File: src/hw/rtl/sic_pkg.sv
// ----------------------------------------------------------------------------
// sic_pkg
// Shared widths, pipeline types and the restoring division step used by the
// segment intersection core.
// ----------------------------------------------------------------------------
`default_nettype none

package sic_pkg;

  localparam int CW  = 16;           // coordinate bits
  localparam int FB  = 16;           // fraction bits of results
  localparam int OW  = 32;           // result coordinate bits
  localparam int EW  = 64;           // working width of the final point math
  localparam int DW  = CW + 1;       // coordinate difference
  localparam int PW  = 2 * DW;       // product of two differences
  localparam int XW  = PW + 1;       // cross product
  localparam int MW  = DW + XW;      // |difference| * |cross|
  localparam int NW  = MW + FB;      // scaled dividend
  localparam int QB  = CW + FB + 2;  // quotient bits kept; larger is a miss
  localparam int HW  = NW - QB;      // dividend bits above the quotient window

  typedef logic signed [CW-1:0] coord_t;

  typedef struct packed {
    coord_t ax, ay, bx, by, cx, cy, dx, dy;
    coord_t lx, ly, hx, hy;
    logic   box_ok;
    logic   par;
    logic   col;
    logic   neg_x;
    logic   neg_y;
  } side_t;

  typedef struct packed {
    logic [XW-1:0] rem;
    logic [QB-1:0] low;
    logic [QB-1:0] quo;
    logic          ovf;
  } div_t;

  typedef struct packed {
    logic          vld;
    logic [XW-1:0] dmag;
    div_t          qx;
    div_t          qy;
    side_t         side;
  } cell_t;

  // One restoring division step: shift in the next dividend bit, subtract.
  function automatic div_t div_step(div_t s, logic [XW-1:0] dmag);
    logic [XW:0] t;
    div_t        r;
    r     = s;
    t     = {s.rem, s.low[QB-1]};
    r.low = {s.low[QB-2:0], 1'b0};
    if (t >= {1'b0, dmag}) begin
      t     = t - {1'b0, dmag};
      r.quo = {s.quo[QB-2:0], 1'b1};
    end else begin
      r.quo = {s.quo[QB-2:0], 1'b0};
    end
    r.rem = t[XW-1:0];
    return r;
  endfunction

endpackage

`default_nettype wire

File: src/hw/rtl/sic_div_cell.sv
// ----------------------------------------------------------------------------
// sic_div_cell
// One cell of the division chain: one quotient bit for each axis, side data
// handed on unchanged.
// ----------------------------------------------------------------------------
`default_nettype none

module sic_div_cell
  import sic_pkg::*;
(
  input  wire logic  clk,
  input  wire logic  rst_n,
  input  wire logic  adv,
  input  wire cell_t cell_i,
  output cell_t      cell_o
);

  cell_t cell_r;
  cell_t cell_nxt;

  always_comb begin
    cell_nxt    = cell_i;
    cell_nxt.qx = div_step(cell_i.qx, cell_i.dmag);
    cell_nxt.qy = div_step(cell_i.qy, cell_i.dmag);
  end

  always_ff @(posedge clk) begin
    if (!rst_n) begin
      cell_r.vld <= 1'b0;
    end else if (adv) begin
      cell_r <= cell_nxt;
    end
  end

  assign cell_o = cell_r;

endmodule

`default_nettype wire

File: config.mk
export PLATFORM = sky130hd
export DESIGN_NAME = sic_div_cell
export DESIGN_NICKNAME = d
export VERILOG_FILES = /design/src/hw/rtl/sic_pkg.sv /design/src/hw/rtl/sic_div_cell.sv
export SDC_FILE = /design/constraint.sdc
export NUM_CORES = 1
export LEC_CHECK = 0
export BUFFER_PORTS_ARGS = -buffer_cell sky130_fd_sc_hd__buf_2
export CORE_AREA = 3 3 340 342
export CTS_CLUSTER_SIZE = 14
export DETAILED_ROUTE_END_ITERATION = 16
export DIE_AREA = 0 0 343 345
export PLACE_DENSITY = 0.38
export SETUP_SLACK_MARGIN = 0.02
export SLEW_MARGIN = 20
export SYNTH_ARGS = -nofsm -noshare
export SYNTH_HDL_FRONTEND = slang
export SYNTH_SLANG_ARGS = --single-unit
File: constraint.sdc
create_clock -name clk -period 17.15 [get_ports clk]
set_input_delay 1.715 -clock clk [delete_from_list [all_inputs] [get_ports clk]]
set_output_delay 1.715 -clock clk [all_outputs]
set_load 0.01 [all_outputs]
### Word-level counts from Yosys, hierarchy flattened

Cells that the tools add are included.

* $lt $le $gt $ge: 2
* reduce and logical (&&, ||, !) cells: 1
* multiplexer cells: 4
* add/sub/neg operators: 2

Operator list (number)
* >= comparator 36 x 35 -> 1 bit: 2
* 2-to-1 mux 35 bit: 2
* subtractor 35 bit: 2
* 2-to-1 mux 1 bit: 2
* AND reduction 2 bit: 1

* logic and storage cells: 36
* bits in registers: 439
* input port bits: 444

### Depth between registers and ports, before layout

Gate-level depths: netlist of the first run.

* depth in word-level cells: 2
* mapped depth: 14

### Least setup slack after synthesis of the first run

No wires, ideal clock.

* path type: input to register
* start point: in adv
* end point: reg cell_r, in the netlist cell_o[0] (enable)
* buffers on the path: 0
* setup time: 0.856 ns
* slack: 4.737 ns
* stages: 1
* data arrival time: 11.557 ns
* cell sequence: and2_1

* longest elaborated chain between the ends: 1

Ends and longest elaborated chain
* start, declared: line sic_div_cell.sv:13 `input wire logic adv,`
* AND reduction 2 bit (no source line)
* end signal, assigned: line sic_div_cell.sv:31 `cell_r <= cell_nxt;`
* end, declared: line sic_div_cell.sv:18 `cell_t cell_r;`

No other way between the ends.
A chain may end at the register's enable or synchronous reset.

==> results.sh, run 1 <==
export IMPL_vias_per_cell=3.879
export IMPL_cts_hold_buf=0
export IMPL_overflow=0
export IMPL_tritoncts="yes"
export IMPL_hold_ws_ns=0.5175
export IMPL_cp_required_ns=17.53
export IMPL_dpl_instance_area_um2=24330
export IMPL_p_total_mw=2.988
export IMPL_htree_levels=2
export IMPL_cts_setup_buffers=0
export IMPL_stdcell_area_um2=26230
export IMPL_drtIter0Drc=1016
export IMPL_dp_hpwl_mm=85.73
export IMPL_most_common_layout_cells="buf_2 (880), edfxtp_1 (438), a21oi_1 (88), ha_1 (70), nor2_1 (67)"
export IMPL_relSlewSlack_pct=29.52
export IMPL_via_count=14060
export IMPL_core_area_um2=112700
export IMPL_cp_top_family="compound AO/OA/AOI/OAI gates"
export IMPL_final_setup_viol_count=0
export IMPL_grt_antenna_before_repair=79
export IMPL_synth_edff_count=438
export IMPL_fin_tns_setup_ns=0
export IMPL_worst_pin_slew_ns=1.057
export IMPL_clock_root_buffer="clkbuf_16"
export IMPL_layout_min_cycle_time_ns=5.290
export IMPL_top_level_ports=885
export IMPL_power_density_nw_per_um2=113.9
export IMPL_slew_violations=0
export IMPL_ys_ff_latch=439
export IMPL_wirelength_mm=101.7
export IMPL_dieWidth_um=343
export IMPL_initial_core_util_pct=16.20
export IMPL_hp_class="register to register"
export IMPL_dieArea_um2=118300
export IMPL_wire_per_inst_um=28.04
export IMPL_track_usage_pct=16.40
export IMPL_crit_type="primary input to register"
export IMPL_path_clk_slew_ns=0.06
export IMPL_outcome="complete, no violations"
export IMPL_grt_first_pass_wirelength_mm=132.5
export IMPL_grt_pass1_vias=14620
export IMPL_seq_area_frac_synth_pct=72.17
export IMPL_start_kind="primary input"
export IMPL_io_buffers=880
export IMPL_crit_fanout=27
export IMPL_syn2layout_area_growth_pct=43.74
export IMPL_place_congestion=0.8419
export IMPL_arrival_ns=5.67
export IMPL_fmax_mhz=189.0
export IMPL_clock_sinks=439
export IMPL_final_nets=2573
export IMPL_synth_top_flop_cell="edfxtp_1"
export IMPL_synth_avg_cell_area_um2=15.86
export IMPL_finalHoldViolCount=0
export IMPL_post_cts_resized=0
export IMPL_path_cells="buf_2, inv_1, ha_1, fa_1, nand2b_1, a211oi_1, nor3_2, o21a_1, o21ai_2, a211oi_2, a21oi_4, buf_4, mux2_2"
export IMPL_clockBufferDepth=3
export IMPL_final_common_cell="buf_2"
export IMPL_synth_async_sr_flop_share_pct=0
export IMPL_drive_gt1_share_pct=48.76
export IMPL_clock_skew_ns=0
export IMPL_synthCells=1151
export IMPL_cp_end_kind="register"
export IMPL_drc=0
export IMPL_maxCapViolCount=0
export IMPL_clock_latency_ns=0.63
export IMPL_grt_max_degree=79
export IMPL_worst_path_max_delay_cell="a211oi_1"
export IMPL_rows=123
export IMPL_die_h_um=345
export IMPL_final_util_pct=23.29
export IMPL_ant_nets=0
export IMPL_p_leak_nw=10.96
export IMPL_rsz0062_at_grt="false"
export IMPL_synth_distinct_cells=67
export IMPL_numCtsBuffers=56
export IMPL_peakVddDrop_uv=61.60
export IMPL_first_pass_iters=5
export IMPL_fin_crit_sh_pct=30.84
export IMPL_critPathMaxStageDelay_ns=0.61
export IMPL_synthesis_area_um2=18250
export IMPL_largest_register_ffs=439
export IMPL_yosys_warnings=0
export IMPL_path_buf_inv=3
[kinds of logic after synthesis]
kind of cell | after synthesis | synth area share [%]
buf+inv | 96 | 2.632
other cells | 1 | 0.02055
xor+xnor | 61 | 2.927
compound gates | 247 | 8.741
mux | 46 | 3.373
simple gates | 189 | 5.114
fa+ha+maj | 72 | 5.018
flops | 439 | 72.17
[worst reg2reg max path, cell delays in order (launching register included)]
cell and delay, ns:
dfxtp_1 0.31, mux2i_1 0.12, nor2b_1 0.05
[layout make-up]
cell class                      instances  area (µm²)
Antenna cell                           22       55.05
Inverter                               54       202.7
Tap cell                             1500        1877
Clock buffer                           68        1468
Clock inverter                         37       382.9
Timing Repair Buffer                  889        4472
Fill cell                           12190       86420
Sequential cell                       439       13170
Multi-Input combinational cell        617        4604
[metrics by stage]
stage / instances / worst slack (ns)
floorplan: 1152 / 4.737
global placement: 3499 / 11.15
detailed placement: 3499 / 11.15
CTS: 3604 / 11.86
global route: 3609 / 11.71
finish: 3626 / 11.86
[power by group]
| group | internal (mW) | leakage (nW) | switching, mW |
|---|---|---|---|
| Clock | 0.702 | 0.880 | 0.507 |
| Sequential | 1.28 | 4.12 | 0.0254 |
| Combinational | 0.185 | 5.96 | 0.290 |
[routing by layer]
layer / track usage (%) / wire length (µm) / vias to the layer above
met5: 0 / 259 / -
met4: 3.559 / 2180 / 42
met3: 7.102 / 12230 / 141
met2: 27.23 / 47840 / 713
met1: 19.60 / 39150 / 6908
li1: - / - / 6260
[synth_stat cells (4+ instances only)]
cell       number  area, µm²
inv_1          54      202.7
clkbuf_2        4      20.02
edfxtp_1      438      13150
clkbuf_1       15      56.30
mux2_2          9      101.4
a211o_1         6      52.55
o21bai_1        7      52.55
a21oi_1        88      440.4
buf_4           9      67.56
mux2_1          7      78.83
nand3_1        17      85.08
o21ai_0        35      175.2
or3_1           4      25.02
and2_1          4      25.02
nor2b_1         8      50.05
xnor2_1        35      306.5
mux2_4         27      405.4
nand2b_1        9      56.30
a211oi_1        7      52.55
and4_1          4      35.03
a2111oi_0       5      43.79
o31ai_1         5      37.54
xor2_1         26      227.7
buf_2           8      40.04
and3_1          8      50.05
nand2_1        36      135.1
nand4_1        15      93.84
a31oi_1         9      56.30
a21o_1         41      307.8
ha_1           70      875.8
a31o_2          4      35.03
nor2_1         67      251.5
o21a_1          9      67.56
nor3_1          7      35.03
[worst paths after layout]
check / start / endpoint / slack [ns] / depth (start not counted)
setup reg to reg: cell_o[440]$_SDFFE_PN0P_ / cell_o[440]$_SDFFE_PN0P_ / 16.57 / 2
setup / recovery: cell_i[369] / cell_o[374]$_DFFE_PP_ / 11.86 / 13
hold / removal: cell_o[440]$_SDFFE_PN0P_ / cell_o[440]$_SDFFE_PN0P_ / 0.52 / 2
hold reg to reg: cell_o[440]$_SDFFE_PN0P_ / cell_o[440]$_SDFFE_PN0P_ / 0.52 / 2
Note: power is estimated with default switching activity, not from simulation.
==> run 2: changes to the inputs <==
==> constraint.sdc (replaced) <==
create_clock -name clk -period 5 [get_ports clk]
set_input_delay 0.5 -clock clk [delete_from_list [all_inputs] [get_ports clk]]
set_output_delay 0.5 -clock clk [all_outputs]
set_load 0.01 [all_outputs]
==> run 2 against run 1 <==
Against the previous run:
- design area up 14%
- clock power increased to 3.6 times the previous value
- largest cell class unchanged
- hold slack worse by 0.45 ns
- sequential share of layout area down 6.0 points
- wire length grew 2.5%
==> results.sh, run 2 (synthesis gave the netlist of run 1 again) <==
export IMPL_outcome="complete, no violations"
export IMPL_grt_pass1_vias=15800
export IMPL_p_int_mw=7.724
export IMPL_place_congestion=0.8650
export IMPL_fmax_mhz=258.0
export IMPL_grt_max_degree=128
export IMPL_htree_levels=2
export IMPL_clock_latency_ns=0.64
export IMPL_fin_crit_sh_pct=77.51
export IMPL_switching_share_pct=27.52
export IMPL_rsz0062_at_grt="false"
export IMPL_clockBufferDepth=3
export IMPL_cp_required_ns=5.39
export IMPL_peakVddDrop_uv=247.2
export IMPL_grt_first_pass_wirelength_mm=136.9
export IMPL_clock_root_buffer="clkbuf_16"
export IMPL_combPwrFrac_pct=17.6
export IMPL_fill_cells=11940
export IMPL_register_area_um2=13170
export IMPL_maxCapViolCount=0
export IMPL_finalHoldViolCount=0
export IMPL_ant_nets=0
export IMPL_wl_met1_mm=39.45
export IMPL_grt_antenna_before_repair=61
export IMPL_core_area_um2=112700
export IMPL_worst_pin_slew_ns=0.8135
export IMPL_start_kind="primary input"
export IMPL_dieArea_um2=118300
export IMPL_layout_min_cycle_time_ns=3.876
export IMPL_vias_per_cell=3.828
export IMPL_post_cts_resized=0
export IMPL_final_nets=2917
export IMPL_switchingPower_mw=2.932
export IMPL_drtIter0Drc=815
export IMPL_reg2reg_slack_ns=4.41
export IMPL_slew_violations=0
export IMPL_tritoncts="yes"
export IMPL_cp_end_kind="register"
export IMPL_syn2layout_area_growth_pct=63.28
export IMPL_die_h_um=345
export IMPL_p_leak_nw=12.45
export IMPL_cts_setup_buffers=0
export IMPL_most_common_layout_cells="buf_2 (880), edfxtp_1 (438), dlygate4sd3_1 (342), a21oi_1 (88), ha_1 (70)"
export IMPL_hp_class="primary input to register"
export IMPL_path_clk_slew_ns=0.06
export IMPL_seq_power_share_pct=42.0
export IMPL_largest_register_ffs=439
export IMPL_via_count=15210
export IMPL_drive_gt1_share_pct=41.94
export IMPL_relSlewSlack_pct=45.77
export IMPL_path_cells="dlygate4sd3_1, buf_2, inv_1, ha_1, a2111oi_0, a22oi_1, a311oi_1, buf_4, o21ai_0, a31oi_1, o21bai_1, xor2_1, mux2_4"
export IMPL_power_density_nw_per_um2=357.6
export IMPL_dp_hpwl_mm=85.35
export IMPL_crit_type="primary input to register"
export IMPL_arrival_ns=4.26
export IMPL_overflow=0
export IMPL_critPathMaxStageDelay_ns=0.56
export IMPL_clock_sinks=439
export IMPL_io_buffers=880
export IMPL_worst_path_max_delay_cell="a2111oi_0"
export IMPL_numCtsBuffers=57
export IMPL_dieWidth_um=343
export IMPL_initial_core_util_pct=16.20
export IMPL_wire_per_inst_um=26.23
export IMPL_rows=123
export IMPL_first_pass_iters=7
export IMPL_wirelength_mm=104.2
export IMPL_fin_cells=3974
export IMPL_track_usage_pct=16.82
export IMPL_drc=0
export IMPL_fin_tns_setup_ns=0
export IMPL_top_level_ports=885
export IMPL_wl_met3_mm=13.98
export IMPL_final_common_cell="buf_2"
export IMPL_final_setup_viol_count=0
export IMPL_p_clk_share_pct=40.4
export IMPL_dr_max_layer_used="met5"
export IMPL_crit_fanout=5
export IMPL_route_met2_wl_mm=47.32
export IMPL_multiInputGateArea_um2=4604
export IMPL_clock_skew_ns=0
export IMPL_post_place_cells=3500
## run 2: changes by cell type in the layout (fill, tap and decap cells not counted), sizes merged
cell,delta
dlygate4sd3,+342
diode,+3
bufinv,+2
clkinvlp,-2
buf,+1
clkinv,+1
inv,+1
## run 2: power groups by stage
stage,registers (mW),clock network [mW],logic [mW]
floorplan,4.69,0,0.673
global placement,4.55,0,1.67
detailed placement,4.54,0,1.67
CTS,4.48,4.49,1.93
global route,4.50,4.63,2.04
finish,4.47,4.30,1.88
## run 2: critical path, delay by kind of cell
| kind | cells | cell delay, ns |
|---|---|---|
| AOI/OAI and AO/OA | 6 | 2.10 |
| muxes | 1 | 0.27 |
| adders and majority gates | 1 | 0.34 |
| buffers and inverters | 4 | 0.91 |
| xor gates and xnor gates | 1 | 0.16 |
## run 2: worst paths after layout
check	end	depth (start not counted)	from
worst max-delay path	cell_o[397]$_DFFE_PP_	13	cell_i[411]
worst min-delay path	cell_o[54]$_DFFE_PP_	1	cell_i[54]
worst max register to register	cell_o[440]$_SDFFE_PN0P_	2	cell_o[440]$_SDFFE_PN0P_
worst min register to register	cell_o[440]$_SDFFE_PN0P_	2	cell_o[440]$_SDFFE_PN0P_
## run 2: timing repair
action / CTS / global route
hold buffers: 342 / 0
endpoints found under the setup margin: 0 / 0
hold endpoints to repair: 342 / 0
## run 2: final cells by class
| class | instances | area share [%] |
|---|---|---|
| Timing Repair Buffer | 1232 | 26.73 |
| Multi-Input combinational cell | 617 | 15.45 |
| Clock buffer | 68 | 4.925 |
| Inverter | 54 | 0.6802 |
| Sequential cell | 439 | 44.20 |
| Clock inverter | 39 | 1.507 |
| Antenna cell | 25 | 0.2099 |
| Tap cell | 1500 | 6.298 |
## run 2: routing by layer
metal	vias up	global-route usage [%]
met5	-	0
met4	32	4.896
met3	152	9.295
met2	674	26.95
met1	7416	19.17
li1	6938	-
## run 2: metrics by stage
step / cell area, µm² / hold WS, ns / util (%) / worst slack, ns / power (mW)
after global routing: 29760 / 0.01886 / 26.42 / 0.9888 / 11.16
after global placement: 24400 / 0.5120 / 21.66 / 0.8147 / 6.220
final: 29800 / 0.07071 / 26.45 / 1.124 / 10.66
after floorplan: 18260 / 0.5383 / - / 1.018 / 5.366
after detailed placement: 24400 / 0.5194 / 21.66 / 0.8263 / 6.212
after CTS: 29740 / 0.001563 / 26.40 / 1.164 / 10.90
==> run 3: changes to the inputs <==
==> constraint.sdc (replaced) <==
create_clock -name clk -period 4.1 [get_ports clk]
set_input_delay 0.41 -clock clk [delete_from_list [all_inputs] [get_ports clk]]
set_output_delay 0.41 -clock clk [all_outputs]
set_load 0.01 [all_outputs]
==> run 3 against run 2 <==
Against the previous run:
- highest routed layer unchanged
- design area increased by 2.1%
- combinational power increased by 26%
- largest power group unchanged
- register-to-register slack got worse by 1.5 ns
- largest cell class unchanged
- utilization increased by 0.56 points
- sequential share of layout area decreased by 0.92 points
- global-route usage increased by 0.15 points
- worst setup slack got worse by 0.72 ns
- clock skew unchanged
- non-clock buffer count increased by 62
- cell count increased by 1.6%
- wire length increased by 0.49%
- critical endpoint is now cell_o[404]$_DFFE_PP_
==> results.sh, run 3 (synthesis gave the netlist of run 1 again) <==
export IMPL_outcome="complete, no violations"
export IMPL_drive_gt1_share_pct=42.69
export IMPL_switching_share_pct=27.34
export IMPL_overflow=0
export IMPL_drc=0
export IMPL_final_common_cell="buf_2"
export IMPL_dp_hpwl_mm=86.91
export IMPL_relSlewSlack_pct=51.35
export IMPL_htree_levels=2
export IMPL_peakVddDrop_uv=343.7
export IMPL_tritoncts="yes"
export IMPL_start_kind="primary input"
export IMPL_slew_violations=0
export IMPL_rows=123
export IMPL_fmax_mhz=270.7
export IMPL_dieWidth_um=343
export IMPL_cts_setup_buffers=0
export IMPL_holdPathEnd="cell_o[243]$_DFFE_PP_"
export IMPL_hp_class="primary input to register"
export IMPL_via_count=15580
export IMPL_switchingPower_mw=3.569
export IMPL_clock_sinks=439
export IMPL_final_nets=2980
export IMPL_crit_type="primary input to register"
export IMPL_p_clk_share_pct=40.1
export IMPL_wire_per_inst_um=25.94
export IMPL_top_level_ports=885
export IMPL_ant_nets=0
export IMPL_drtIter0Drc=902
export IMPL_clock_latency_ns=0.66
export IMPL_dieArea_um2=118300
export IMPL_grt_max_degree=62
export IMPL_combPwrFrac_pct=18.2
export IMPL_critPathMaxStageDelay_ns=0.64
export IMPL_path_cells="dlygate4sd3_1, buf_2, inv_1, ha_1, nand2_1, a2111oi_0, o41ai_1, nand2_1, nand3_1, a32o_1, o31ai_1, xor2_1, mux2_2"
export IMPL_path_clk_slew_ns=0.06
export IMPL_p_leak_nw=12.79
export IMPL_first_pass_iters=4
export IMPL_final_setup_viol_count=0
export IMPL_fin_tns_setup_ns=0
export IMPL_worst_pin_slew_ns=0.7235
export IMPL_clock_skew_ns=0
export IMPL_place_congestion=0.8798
export IMPL_vias_per_cell=3.860
export IMPL_crit_top_cell="nand2_1"
export IMPL_core_area_um2=112700
export IMPL_syn2layout_area_growth_pct=66.74
export IMPL_hold_ws_ns=0.04357
export IMPL_maxCapViolCount=0
export IMPL_crit_fanout=8
export IMPL_die_h_um=345
export IMPL_clockBufferDepth=3
export IMPL_reg2reg_from="cell_o[440]$_SDFFE_PN0P_"
export IMPL_seq_power_share_pct=41.8
export IMPL_fin_crit_sh_pct=90.11
export IMPL_io_buffers=880
export IMPL_clock_root_buffer="clkbuf_16"
export IMPL_largest_register_ffs=439
export IMPL_finalHoldViolCount=0
export IMPL_worst_path_max_delay_cell="dlygate4sd3_1"
export IMPL_reg2reg_slack_ns=2.95
export IMPL_reg2reg_depth=3
export IMPL_whs_path_depth=1
export IMPL_cp_required_ns=4.49
export IMPL_track_usage_pct=16.97
export IMPL_p_int_mw=9.488
export IMPL_arrival_ns=4.08
export IMPL_grt_first_pass_wirelength_mm=139.2
export IMPL_rsz0062_at_grt="false"
export IMPL_wirelength_mm=104.7
export IMPL_power_density_nw_per_um2=429.0
export IMPL_grt_antenna_before_repair=55
export IMPL_hold_start="cell_i[242]"
export IMPL_numCtsBuffers=58
export IMPL_initial_core_util_pct=16.20
export IMPL_cp_end_kind="register"
export IMPL_grt_pass1_vias=16340
export IMPL_layout_min_cycle_time_ns=3.694
export IMPL_most_common_layout_cells="buf_2 (880), edfxtp_1 (438), dlygate4sd3_1 (367), a21oi_1 (88), ha_1 (70)"
export IMPL_r2r_end="cell_o[440]$_SDFFE_PN0P_"
[run 3: changes by cell type in the layout (fill, tap and decap cells not counted), moves of 3 or more]
cell / delta
buf_12: +4
buf_4: +32
clkinv_1: -6
clkinv_2: +9
dlygate4sd3_1: +25
inv_6: -3
[run 3: layout make-up]
class / instances / area, µm²
Clock inverter: 39 / 437.9
Tap cell: 1500 / 1877
Multi-Input combinational cell: 617 / 4604
Sequential cell: 439 / 13170
Antenna cell: 26 / 65.06
Inverter: 54 / 202.7
Timing Repair Buffer: 1294 / 8563
Fill cell: 11890 / 82220
Clock buffer: 68 / 1510
[run 3: power groups by stage]
stage | Combinational (mW) | Clock [mW] | Sequential (mW)
floorplan | 0.820 | 0 | 5.72
global placement | 2.08 | 0 | 5.54
detailed placement | 2.09 | 0 | 5.54
CTS | 2.43 | 5.47 | 5.46
global route | 2.56 | 5.63 | 5.48
finish | 2.37 | 5.23 | 5.45
[run 3: critical path, delay by kind of cell]
kind	cells	cell delay, ns
buf+inv	3	0.94
compound gates	4	1.22
mux	1	0.29
simple gates	3	0.50
fa+ha+maj	1	0.57
xor+xnor	1	0.13
[run 3: worst max-delay path by stage]
stage                           start                     to  slack, ns  cells past startpoint
after detailed placement  cell_i[406]  cell_o[401]$_DFFE_PP_       0.29                     15
after global placement    cell_i[406]  cell_o[401]$_DFFE_PP_       0.31                     15
after global routing      cell_i[406]  cell_o[401]$_DFFE_PP_       0.25                     16
after floorplan                 rst_n    cell_o[0]$_DFFE_PP_       0.21                      1
after CTS                 cell_i[406]  cell_o[401]$_DFFE_PP_       0.45                     16
final                     cell_i[422]  cell_o[404]$_DFFE_PP_       0.41                     13
[run 3: stage by stage]
stage / setup WS, ns / area (µm²) / util (%) / std cells / power [mW]
floorplan: 0.2079 / 18260 / - / 1152 / 6.544
global placement: 0.3118 / 24720 / 21.94 / 3536 / 7.629
detailed placement: 0.2898 / 24750 / 21.97 / 3537 / 7.623
CTS: 0.4525 / 30360 / 26.95 / 4010 / 13.36
global route: 0.2473 / 30390 / 26.98 / 4020 / 13.67
finish: 0.4056 / 30430 / 27.01 / 4037 / 13.06
[run 3: metal layers]
layer,track usage (%),part of all wire (%),vias to the layer above,wire [µm]
met5,0,0.14,-,150
met4,4.276,2.5,22,2624
met3,6.558,10,132,10510
met2,27.69,46,701,48560
met1,20.94,41,7660,42890
li1,-,-,7068,-
[run 3: repair_timing]
action,4_1_cts,5_1_grt
gates resized for setup,0,0
hold buffers,366,1
hold endpoints to repair,365,1
endpoints found under the setup margin,0,0
